--- src/rtl/tefu_pkg.sv ---
// tefu_pkg: shared types and codes for the task event flag unit
// holds command and status codes, the input item and result structs
// no dependencies; imported by tefu_cmd_logic and task_event_flag_unit_top
`default_nettype none

package tefu_pkg;

    // width used for comparing task indexes against the task count
    localparam int IDX_CMP_W = 7;

    typedef enum logic [1:0] {
        CMD_SET   = 2'd0,
        CMD_GET   = 2'd1,
        CMD_WAIT  = 2'd2,
        CMD_CLEAR = 2'd3
    } cmd_t;

    typedef enum logic [2:0] {
        ST_OK         = 3'd0,
        ST_BAD_TASK   = 3'd1,
        ST_BAD_MASK   = 3'd2,
        ST_NO_RUNNING = 3'd3,
        ST_EMPTY_WAIT = 3'd4
    } status_t;

    typedef struct packed {
        cmd_t        cmd;
        logic [5:0]  target_task;
        logic [31:0] event_bits;
        logic [4:0]  running_task;
        logic        running_valid;
        logic        system_running;
        logic [7:0]  target_priority;
        logic [7:0]  running_priority;
    } item_t;

    typedef struct packed {
        status_t     status;
        logic [15:0] event_mask_out;
        logic        woke_task;
        logic        blocked_task;
        logic        schedule_request;
    } result_t;

endpackage

`default_nettype wire

--- src/rtl/tefu_cmd_logic.sv ---
// tefu_cmd_logic: combinational command evaluation for one task entry
// takes the registered item and the current entry, gives the result and the entry update
// depends on tefu_pkg
`default_nettype none

module tefu_cmd_logic
    import tefu_pkg::*;
#(
    parameter int NUM_TASKS  = 32,
    parameter int EVENT_BITS = 16
)
(
    input  item_t                 item,
    input  logic [EVENT_BITS-1:0] pend,
    input  logic [EVENT_BITS-1:0] wmask,
    input  logic                  waiting,
    output result_t               result,
    output logic                  wr_en,
    output logic [EVENT_BITS-1:0] pend_next,
    output logic [EVENT_BITS-1:0] wmask_next,
    output logic                  waiting_next
);

    localparam logic [31:0] LEGAL_MASK = 32'((64'd1 << EVENT_BITS) - 64'd1);
    localparam logic [IDX_CMP_W-1:0] TASK_LIMIT = IDX_CMP_W'(NUM_TASKS);

    function automatic logic [15:0] to_out(input logic [EVENT_BITS-1:0] v);
        logic [31:0] ext;
        begin
            ext = 32'(v);
            return ext[15:0];
        end
    endfunction

    logic                  mask_ok;
    logic                  bad_tgt;
    logic                  bad_run;
    logic [EVENT_BITS-1:0] bits;
    logic [EVENT_BITS-1:0] set_pend;
    logic                  wake;

    assign mask_ok  = (item.event_bits & ~LEGAL_MASK) == 32'd0;
    assign bits     = item.event_bits[EVENT_BITS-1:0];
    assign bad_tgt  = {1'b0, item.target_task} >= TASK_LIMIT;
    assign bad_run  = {2'b00, item.running_task} >= TASK_LIMIT;
    assign set_pend = pend | bits;
    assign wake     = waiting && (wmask != '0) && ((set_pend & wmask) != '0);

    always_comb
    begin
        result.status           = ST_OK;
        result.event_mask_out   = to_out(pend);
        result.woke_task        = 1'b0;
        result.blocked_task     = 1'b0;
        result.schedule_request = 1'b0;
        wr_en                   = 1'b0;
        pend_next               = pend;
        wmask_next              = wmask;
        waiting_next            = waiting;
        case (item.cmd)
            CMD_SET:
            begin
                if (bad_tgt)
                begin
                    result.status         = ST_BAD_TASK;
                    result.event_mask_out = 16'd0;
                end
                else if (!mask_ok)
                begin
                    result.status = ST_BAD_MASK;
                end
                else
                begin
                    wr_en                 = 1'b1;
                    pend_next             = set_pend;
                    result.event_mask_out = to_out(set_pend);
                    if (wake)
                    begin
                        wmask_next       = '0;
                        waiting_next     = 1'b0;
                        result.woke_task = 1'b1;
                        // only while the system runs: preempt a less urgent running task, always when none runs
                        result.schedule_request = item.system_running &&
                            (!item.running_valid ||
                             (item.target_priority < item.running_priority));
                    end
                end
            end
            CMD_GET:
            begin
                if (bad_tgt)
                begin
                    result.status         = ST_BAD_TASK;
                    result.event_mask_out = 16'd0;
                end
            end
            default:
            begin
                // wait and clear act on the running task
                if (!item.running_valid)
                begin
                    result.status         = ST_NO_RUNNING;
                    result.event_mask_out = 16'd0;
                end
                else if (bad_run)
                begin
                    result.status         = ST_BAD_TASK;
                    result.event_mask_out = 16'd0;
                end
                else if (!mask_ok)
                begin
                    result.status = ST_BAD_MASK;
                end
                else if (item.cmd == CMD_CLEAR)
                begin
                    wr_en                 = 1'b1;
                    pend_next             = pend & ~bits;
                    result.event_mask_out = to_out(pend & ~bits);
                end
                else if (bits == '0)
                begin
                    result.status = ST_EMPTY_WAIT;
                end
                else if ((pend & bits) != '0)
                begin
                    // consume matching events, no block
                    wr_en                 = 1'b1;
                    pend_next             = pend & ~bits;
                    wmask_next            = '0;
                    result.event_mask_out = to_out(pend & ~bits);
                end
                else
                begin
                    wr_en                   = 1'b1;
                    wmask_next              = bits;
                    waiting_next            = 1'b1;
                    result.blocked_task     = 1'b1;
                    result.schedule_request = 1'b1;
                end
            end
        endcase
    end

endmodule

`default_nettype wire

--- src/rtl/task_event_flag_unit_top.sv ---
// task_event_flag_unit_top: per-task event flag unit with stream command and result ports
// holds the task entry memory, entry valid bits, read bypass and the output register
// depends on tefu_pkg and tefu_cmd_logic
`default_nettype none

// One command is taken per clock cycle and produces exactly one result transfer.
// A command sits in the input stage, where the task entry read from the
// entry memory (one read and one write port) lands, and its result is then
// loaded into the output register on the master side; throughput is one
// command per cycle while the result side keeps taking transfers. Entry
// memory reset is handled by one valid bit per task: an entry never written
// reads as zero pending events, zero wait mask and not waiting, so the block is
// usable right after reset with no clearing pass. A command that hits the entry
// written by the command just ahead of it picks up the new value through a
// bypass register. Set and get address target_task; wait and clear address the
// running task. The flags woke_task, blocked_task and schedule_request report the
// ready-queue move and the scheduler call that the host must perform.
module task_event_flag_unit_top
    import tefu_pkg::*;
#(
    parameter int NUM_TASKS  = 32,
    parameter int EVENT_BITS = 16
)
(
    input  wire logic        clk,
    input  wire logic        rst_n,
    input  wire logic        s_tvalid,
    output logic             s_tready,
    // target_task[5:0], event_bits[37:6], running_task[42:38], running_valid[43],
    // system_running[44], target_priority[52:45], running_priority[60:53], zero[63:61]
    input  wire logic [63:0] s_tdata,
    // cmd[1:0]
    input  wire logic [1:0]  s_tuser,
    output logic             m_tvalid,
    input  wire logic        m_tready,
    // status[2:0], event_mask_out[18:3], woke_task[19], blocked_task[20],
    // schedule_request[21], zero[23:22]
    output logic [23:0]      m_tdata
);

    localparam int TIDX_W  = (NUM_TASKS > 1) ? $clog2(NUM_TASKS) : 1;
    localparam int ENTRY_W = 2 * EVENT_BITS + 1;

    // entry word layout: waiting flag, wait mask, pending events
    logic [ENTRY_W-1:0] entry_mem [NUM_TASKS];
    logic [NUM_TASKS-1:0] valid_reg;

    item_t               in_item;
    logic                accept;
    logic [5:0]          rd_sel;
    logic                rd_in_range;
    logic [TIDX_W-1:0]   rd_idx;

    logic                s1_valid_reg;
    item_t               s1_item_reg;
    logic [TIDX_W-1:0]   s1_idx_reg;
    logic [ENTRY_W-1:0]  rd_word_reg;
    logic                rd_valid_reg;
    logic                byp_hit_reg;
    logic [ENTRY_W-1:0]  byp_word_reg;

    logic [ENTRY_W-1:0]  cur_word;
    logic [ENTRY_W-1:0]  wr_word;
    result_t             res;
    logic                cl_wr_en;
    logic                wr_en;
    logic [EVENT_BITS-1:0] pend_next;
    logic [EVENT_BITS-1:0] wmask_next;
    logic                waiting_next;

    logic                out_load;
    logic                out_valid_reg;
    result_t             out_reg;

    // unpack the command transfer
    assign in_item.cmd              = cmd_t'(s_tuser);
    assign in_item.target_task      = s_tdata[5:0];
    assign in_item.event_bits       = s_tdata[37:6];
    assign in_item.running_task     = s_tdata[42:38];
    assign in_item.running_valid    = s_tdata[43];
    assign in_item.system_running   = s_tdata[44];
    assign in_item.target_priority  = s_tdata[52:45];
    assign in_item.running_priority = s_tdata[60:53];

    // stage handshake: input stage moves on when the output register frees up
    assign out_load = s1_valid_reg && (!out_valid_reg || m_tready);
    assign s_tready = !s1_valid_reg || out_load;
    assign accept   = s_tvalid && s_tready;

    // entry address; out-of-range indexes read entry zero, the result is an error anyway
    assign rd_sel = ((in_item.cmd == CMD_SET) || (in_item.cmd == CMD_GET)) ?
                    in_item.target_task : {1'b0, in_item.running_task};
    assign rd_in_range = {1'b0, rd_sel} < IDX_CMP_W'(NUM_TASKS);
    assign rd_idx      = rd_in_range ? rd_sel[TIDX_W-1:0] : '0;

    // current entry: bypass from the write just done, else memory, else reset value
    assign cur_word = byp_hit_reg  ? byp_word_reg :
                      rd_valid_reg ? rd_word_reg  : '0;

    tefu_cmd_logic #(
        .NUM_TASKS  (NUM_TASKS),
        .EVENT_BITS (EVENT_BITS)
    ) u_cmd (
        .item         (s1_item_reg),
        .pend         (cur_word[EVENT_BITS-1:0]),
        .wmask        (cur_word[2*EVENT_BITS-1:EVENT_BITS]),
        .waiting      (cur_word[ENTRY_W-1]),
        .result       (res),
        .wr_en        (cl_wr_en),
        .pend_next    (pend_next),
        .wmask_next   (wmask_next),
        .waiting_next (waiting_next)
    );

    // entry update only when the command leaves the input stage
    assign wr_en   = out_load && cl_wr_en;
    assign wr_word = {waiting_next, wmask_next, pend_next};

    // entry memory, no reset; valid bits stand in for the cleared state
    always_ff @(posedge clk)
    begin
        if (wr_en)
        begin
            entry_mem[s1_idx_reg] <= wr_word;
        end
        if (accept)
        begin
            rd_word_reg <= entry_mem[rd_idx];
        end
    end

    always_ff @(posedge clk or negedge rst_n)
    begin
        if (!rst_n)
        begin
            valid_reg <= '0;
        end
        else if (wr_en)
        begin
            valid_reg[s1_idx_reg] <= 1'b1;
        end
    end

    // input stage control
    always_ff @(posedge clk or negedge rst_n)
    begin
        if (!rst_n)
        begin
            s1_valid_reg <= 1'b0;
            rd_valid_reg <= 1'b0;
            byp_hit_reg  <= 1'b0;
        end
        else
        begin
            if (accept)
            begin
                s1_valid_reg <= 1'b1;
                rd_valid_reg <= valid_reg[rd_idx];
                // the read above sees the old word when the same entry is written now
                byp_hit_reg  <= wr_en && (s1_idx_reg == rd_idx);
            end
            else if (out_load)
            begin
                s1_valid_reg <= 1'b0;
                byp_hit_reg  <= 1'b0;
            end
        end
    end

    // input stage payload
    always_ff @(posedge clk)
    begin
        if (accept)
        begin
            s1_item_reg  <= in_item;
            s1_idx_reg   <= rd_idx;
            byp_word_reg <= wr_word;
        end
    end

    // result register
    always_ff @(posedge clk or negedge rst_n)
    begin
        if (!rst_n)
        begin
            out_valid_reg <= 1'b0;
        end
        else if (out_load)
        begin
            out_valid_reg <= 1'b1;
        end
        else if (m_tready)
        begin
            out_valid_reg <= 1'b0;
        end
    end

    always_ff @(posedge clk)
    begin
        if (out_load)
        begin
            out_reg <= res;
        end
    end

    assign m_tvalid = out_valid_reg;
    assign m_tdata  = {2'b00, out_reg.schedule_request, out_reg.blocked_task,
                       out_reg.woke_task, out_reg.event_mask_out, out_reg.status};

    // an error result never carries a flag
    assert property (@(posedge clk) disable iff (!rst_n)
        m_tvalid && (out_reg.status != ST_OK) |->
            !(out_reg.woke_task || out_reg.blocked_task || out_reg.schedule_request))
        else $error("flag set on an error result");

    // a block always asks for the scheduler and never comes with a wake
    assert property (@(posedge clk) disable iff (!rst_n)
        m_tvalid && out_reg.blocked_task |-> out_reg.schedule_request && !out_reg.woke_task)
        else $error("blocked result without schedule request or with wake");

    // bypass only applies to a command that is held in the input stage
    assert property (@(posedge clk) disable iff (!rst_n)
        byp_hit_reg |-> s1_valid_reg)
        else $error("bypass hit with empty input stage");

    // a written entry is marked valid from the next cycle on
    assert property (@(posedge clk) disable iff (!rst_n)
        wr_en |=> valid_reg[$past(s1_idx_reg)])
        else $error("written entry not marked valid");

    // a finished result is loaded exactly when the input stage moves on
    assert property (@(posedge clk) disable iff (!rst_n)
        out_load |=> m_tvalid)
        else $error("result lost after leaving input stage");

endmodule

`default_nettype wire

--- config.mk ---
export PLATFORM = sky130hd
export DESIGN_NAME = task_event_flag_unit_top
export DESIGN_NICKNAME = d
export VERILOG_FILES = /design/src/rtl/tefu_pkg.sv /design/src/rtl/tefu_cmd_logic.sv /design/src/rtl/task_event_flag_unit_top.sv
export SDC_FILE = /design/constraint.sdc
export NUM_CORES = 2
export LEC_CHECK = 0
export ABC_AREA = 1
export BUFFER_PORTS_ARGS = -buffer_cell sky130_fd_sc_hd__clkbuf_2
export CAP_MARGIN = 20
export CELL_PAD_IN_SITES_DETAIL_PLACEMENT = 0
export CELL_PAD_IN_SITES_GLOBAL_PLACEMENT = 2
export CORE_MARGIN = 2
export CORE_UTILIZATION = 40
export CTS_BUF_LIST = sky130_fd_sc_hd__clkbuf_8
export DETAILED_ROUTE_END_ITERATION = 8
export PLACE_DENSITY = 0.85
export SYNTH_ARGS = -nofsm -noshare
export SYNTH_HDL_FRONTEND = slang
export SYNTH_HIERARCHICAL = 1
export SYNTH_SLANG_ARGS = --single-unit
--- constraint.sdc ---
create_clock -name clk -period 4.61 [get_ports clk]
set_clock_uncertainty 0.05 [all_clocks]
set_input_delay 0.2305 -clock clk [delete_from_list [all_inputs] [get_ports clk]]
set_output_delay 0.2305 -clock clk [all_outputs]
set_load 0.03 [all_outputs]
Word-level counts from Yosys, hierarchy flattened
Memories as Yosys holds them, arrays and structs flattened. A register that Yosys moved wholly into a read port is not among the register bits.
Cells that the tools add are included.

word-level totals
  register bits after elaboration = 154
  bits in writable memories = 1056
  bits of input ports = 70
  output and inout port bits = 26
  word-level logic and storage cells = 132
  memories = 1

memories
  name       depth  bits a word  rd ports  clocked after Yosys merged registers in  write ports  RTL line                        RTL
  entry_mem  32     33           1         1                                        1            task_event_flag_unit_top.sv:45  logic [ENTRY_W-1:0] entry_mem [NUM_TASKS];

cells by class
  order comparisons = 6
  eq/ne operators = 4
  mux-type cells = 67
  bitwise gates (word level) = 9
  reduce and logical (&&, ||, !) cells = 26

operators with widths
  cell                                                         count
  2-to-1 mux 16 bit                                            15
  2-to-1 mux 33 bit                                            2
  case mux 16 bit (2 select lines)                             2
  AND 16 bit                                                   3
  nonzero test 16 bit                                          3
  case mux 19 bit (2 select lines)                             1
  2-to-1 mux 17 bit                                            2
  zero test 32 bit                                             1
  bitwise OR 32 bit                                            1
  2-to-1 mux 1 bit                                             31
  2-to-1 mux 19 bit                                            1
  2-to-1 mux 18 bit                                            1
  zero test 16 bit                                             1
  NOT 16 bit                                                   1
  bitwise OR 16 bit                                            1
  less-than comparator 5 x 6 -> 1 bit (second input constant)  2
  2-to-1 mux 3 bit                                             3
  logical AND 1 bit                                            8
  less-than comparator 8 bit                                   1
  >= comparator 6 bit (second input constant)                  1
  less-than comparator 6 bit (second input constant)           1
  2-to-1 mux 6 bit                                             1
  case mux 1 bit (2 select lines)                              3
  OR reduction 6 bit                                           1
  14 further kinds                                             25

Logic depth before layout (Yosys ltp)
  depth in word-level cells = 10
  mapped depth = 15
  mapped depth without buffers = 12

Hierarchy
The synthesis kept the hierarchy.

modules (own cells, without submodules)
  module                    instances  cells each  area each (µm²)  seq. area each (µm²)
  task_event_flag_unit_top  1          3866        49578.8          37295.8
  tefu_cmd_logic            1          496         2262.2           0.0

Worst setup path after synthesis
No wires, ideal clock.

  kind = reg-to-reg
  start = register out_valid_reg, in the netlist m_tvalid
  end = register byp_word_reg[0], enable pin
  library setup time = 0.487 ns
  arrival = 4.262 ns
  data required time = 4.073 ns
  slack = -0.190 ns
  stages on the path, launching flop included = 8
  buffers on the path = 0
  period minus slack after synthesis = 4.800 ns
  path through = dfrtp_1 -> nand2_1 -> nand2_1 -> inv_1 -> a21oi_1 -> nand2_1 -> nand2_1 -> inv_1

between the ends
  longest elaborated chain between the ends = 5

RTL lines
  item                    RTL line                         RTL
  start, declared         task_event_flag_unit_top.sv:72   logic out_valid_reg;
  start signal, assigned  task_event_flag_unit_top.sv:186  out_valid_reg <= 1'b0;
  start signal, assigned  task_event_flag_unit_top.sv:190  out_valid_reg <= 1'b1;
  start signal, assigned  task_event_flag_unit_top.sv:194  out_valid_reg <= 1'b0;
  zero test 1 bit         task_event_flag_unit_top.sv:86   assign out_load = s1_valid_reg && (!out_valid_reg || m_tready);
  logical OR 1 bit        task_event_flag_unit_top.sv:86
  logical AND 1 bit       task_event_flag_unit_top.sv:86
  net out_load            task_event_flag_unit_top.sv:71   logic out_load;
  logical OR 1 bit        task_event_flag_unit_top.sv:87   assign s_tready = !s1_valid_reg || out_load;
  net s_tready            task_event_flag_unit_top.sv:28   output logic s_tready,
  logical AND 1 bit       task_event_flag_unit_top.sv:88   assign accept = s_tvalid && s_tready;
  net accept              task_event_flag_unit_top.sv:49   logic accept;
  end signal, assigned    task_event_flag_unit_top.sv:177  byp_word_reg <= wr_word;
  end, declared           task_event_flag_unit_top.sv:60   logic [ENTRY_W-1:0] byp_word_reg;

The timed path passes the listed nets, and every way through them passes these cells.
A chain may end at the register's enable or synchronous reset.

Final worst setup path
  start = register s1_item_reg[62] in the netlist's numbering
  end = memory entry_mem[31][8] in the netlist's numbering, enable pin

between the ends
  longest elaborated chain between the ends = 8
  elaborated cells between the ends (all ways) = 10
  those cells by class = 2 x eq/ne; 6 x mux; 2 x reduce/logical

RTL lines
  item                                        RTL line                         RTL
  start, declared                             task_event_flag_unit_top.sv:55   item_t s1_item_reg;
  start signal, assigned                      task_event_flag_unit_top.sv:175  s1_item_reg <= in_item;
  == test 2 bit                               tefu_cmd_logic.sv:114            else if (item.cmd == CMD_CLEAR)
  2-to-1 mux 1 bit                            tefu_cmd_logic.sv:114
  2-to-1 mux 1 bit                            tefu_cmd_logic.sv:110            else if (!mask_ok)
  2-to-1 mux 1 bit                            tefu_cmd_logic.sv:100            if (!item.running_valid)
  case mux 1 bit (2 select lines) (*)         tefu_cmd_logic.sv:60             case (item.cmd)
  net cl_wr_en                                task_event_flag_unit_top.sv:65   logic cl_wr_en;
  logical AND 1 bit (*)                       task_event_flag_unit_top.sv:116  assign wr_en = out_load && cl_wr_en;
  2-to-1 mux 1 bit (*)                        task_event_flag_unit_top.sv:122  if (wr_en)
  2-to-1 mux 1 bit (implied by the code) (*)  task_event_flag_unit_top.sv:124  entry_mem[s1_idx_reg] <= wr_word;
  end, declared                               task_event_flag_unit_top.sv:45

The timed path passes the listed nets; every way through them passes the cells marked *.

==> metrics.txt <==
switch share=26.0%; Final Hold Viols=0; # port buffers=90; hold path depth=2; FF-to-FF path depth=10; Die Span X=approximately 360 um; Num Clock Sinks=between 1000 and 1500; final WL=140000 um; layout cell share with drive strength beyond 1=10.6%; TritonRoute pass-1 iters=6; CTS Buffer Depth=3; PwrDens=409 mW/mm^2; initial core utilization=between 40% and 50%; first-pass GRT wire length=207000 um; pin count of the biggest net entering global routing=194; Total GRT Usage=between 20% and 30%; # nets final=4679; crit path kind=reg -> reg; clk_lat worst skew=0.88 ns; crit-path max FO=16; Post-CTS Resized=0; antenna violations before repair=5; # DRC=0; core area=about 0.13 sq mm; clock buffer count from CTS=198; Post-Layout Cell Count=6422; Final Slew Violations=0; crit share post-route=between 80% and 90%; Mean Syn Cell Area=between 10 and 15 sq um; Leakage=between 20 and 25 nW; Net Switching=0.00634 W; CTS Root Buffer Type=clkbuf_8; yosys warns=6; Setup violations, final=0; via count=around 34000; min-delay worst type=in -> reg; Die Span Y=363 um; drt wl/cell=21.8 um; Max VDD drop=296 uV; placer's final routability congestion estimate=0.806; Mapped Cells=4352; actual slew at the worst max-slew pin=about 1.1 ns; Critical Path AT=4.33 ns; element type at the critical path start=flop; fmax=0.257 GHz; Clock Power Share=35.1%; Post-DP HPWL=between 70000 and 80000 um; fin area=0.0595 sq mm; RSZ-0062 raised after global routing=false; GR Overflow Total=0; Rel. slew slack=27.6%; post-layout min period=3.89 ns; post-route ant nets=0; final setup TNS=0 ns; die footprint=0.132 sq mm; CTS tree=yes; max FFs per register=1056; Core Rows=131; area growth from synthesis to layout=15.5%; Filler Cell Count=11500; run status=finished clean; mapped cell area=0.0515 sq mm; endpoint class of the critical path=flop; number of I/O pins=96; Int Power=0.0180 W; footprint of the multi-input gates=0.0116 sq mm; Reg power frac=53.5%; vias in the first global route=between 30000 and 40000; Post-Place Cell Area=0.0545 sq mm; Reg area=around 0.037 sq mm; Post-CTS Setup Bufs=0; CTS H-tree depth=4; vias per cell=around 5.3; DRT iter0 DRCs=3407; placed insts=around 5900; CTS clk-pin slew, worst paths=0.07 ns; Logic pwr share=11.4%; worst path required time=5.04 ns; max_cap viols=0
## area by class of cell
cell class                      instances  share of cell area (%)
Antenna cell                            3                  0.0126
Clock buffer                          206                    4.76
Clock inverter                        149                    1.19
Inverter                              538                    3.43
Multi-Input combinational cell       2312                    19.6
Sequential cell                      1238                    62.1
Tap cell                             1662                    3.49
Timing Repair Buffer                  314                    5.43
## per-layer routing
metal	wire, um	GRT usage (%)
met2	66900	34.8
met5	13	0
met3	9040	3.45
met1	61200	28.9
met4	3030	6.26
## final timing paths
kind                       slack (ns)             from                to
max in group asynchronous        3.93            rst_n     valid_reg[28]
max                              0.72  s1_item_reg[62]  entry_mem[31][8]
min reg2reg                      0.40    valid_reg[11]     valid_reg[11]
max reg2reg                      0.72  s1_item_reg[62]  entry_mem[31][8]
min in group asynchronous        0.38            rst_n          m_tvalid
min                              0.05      s_tdata[15]   s1_item_reg[32]
## power by group through the flow
stage	registers, W	logic, W	clock network, W
after floorplan	0.0133	0.00151	0
final	0.0130	0.00277	0.00855
after global placement	0.0133	0.00247	0
after CTS	0.0131	0.00258	0.00873
after detailed placement	0.0133	0.00250	0
after global routing	0.0130	0.00304	0.00924
## critical path, stage by stage (launching register included)
cell and delay, ns:
edfxtp_1 0.49, nor2_4 0.40, inv_1 0.16, nor2_2 0.15, nand2_1 0.15, o21ai_0 0.21, nand2_1 0.17, inv_1 0.21
nand4_1 0.72, nor2_4 0.30, buf_4 0.46
## metrics by stage
step / hold WS (ns) / setup WS [ns] / utilization (%) / total power (W)
2_1_floorplan: -0.115 / 0.0120 / - / 0.0148
3_3_place_gp: 0.358 / 0.714 / 42.7 / 0.0158
3_5_place_dp: 0.359 / 0.725 / 42.7 / 0.0158
4_1_cts: 0.00629 / 0.698 / 46.3 / 0.0244
5_1_grt: 0.0176 / 0.571 / 46.6 / 0.0253
6_report: 0.0458 / 0.717 / 46.6 / 0.0243
## layout by cell type, fill, tap and decap left out, drive strengths merged
cell type and n:
edfxtp 1202, inv 621, nand2 580, nand3 444
o21ai 433, clkbuf 296, o211ai 278, nor2 278
a21oi 252, buf 118, dlygate4sd3 106, clkinv 56
dfrtp 36, nand4 13, nor3 12, clkinvlp 7
ha 7, o22ai 4, diode 3, or2 3
bufinv 3, conb 2, a31oi 2, and2 2
nor4 1, o21a 1
## repair_timing
action / in CTS / in global routing
setup endpoints to repair: 0 / 0
endpoints found under the hold margin: 116 / 0
hold buffers: 107 / 0
No activity file was read; power rests on OpenSTA's default activity.
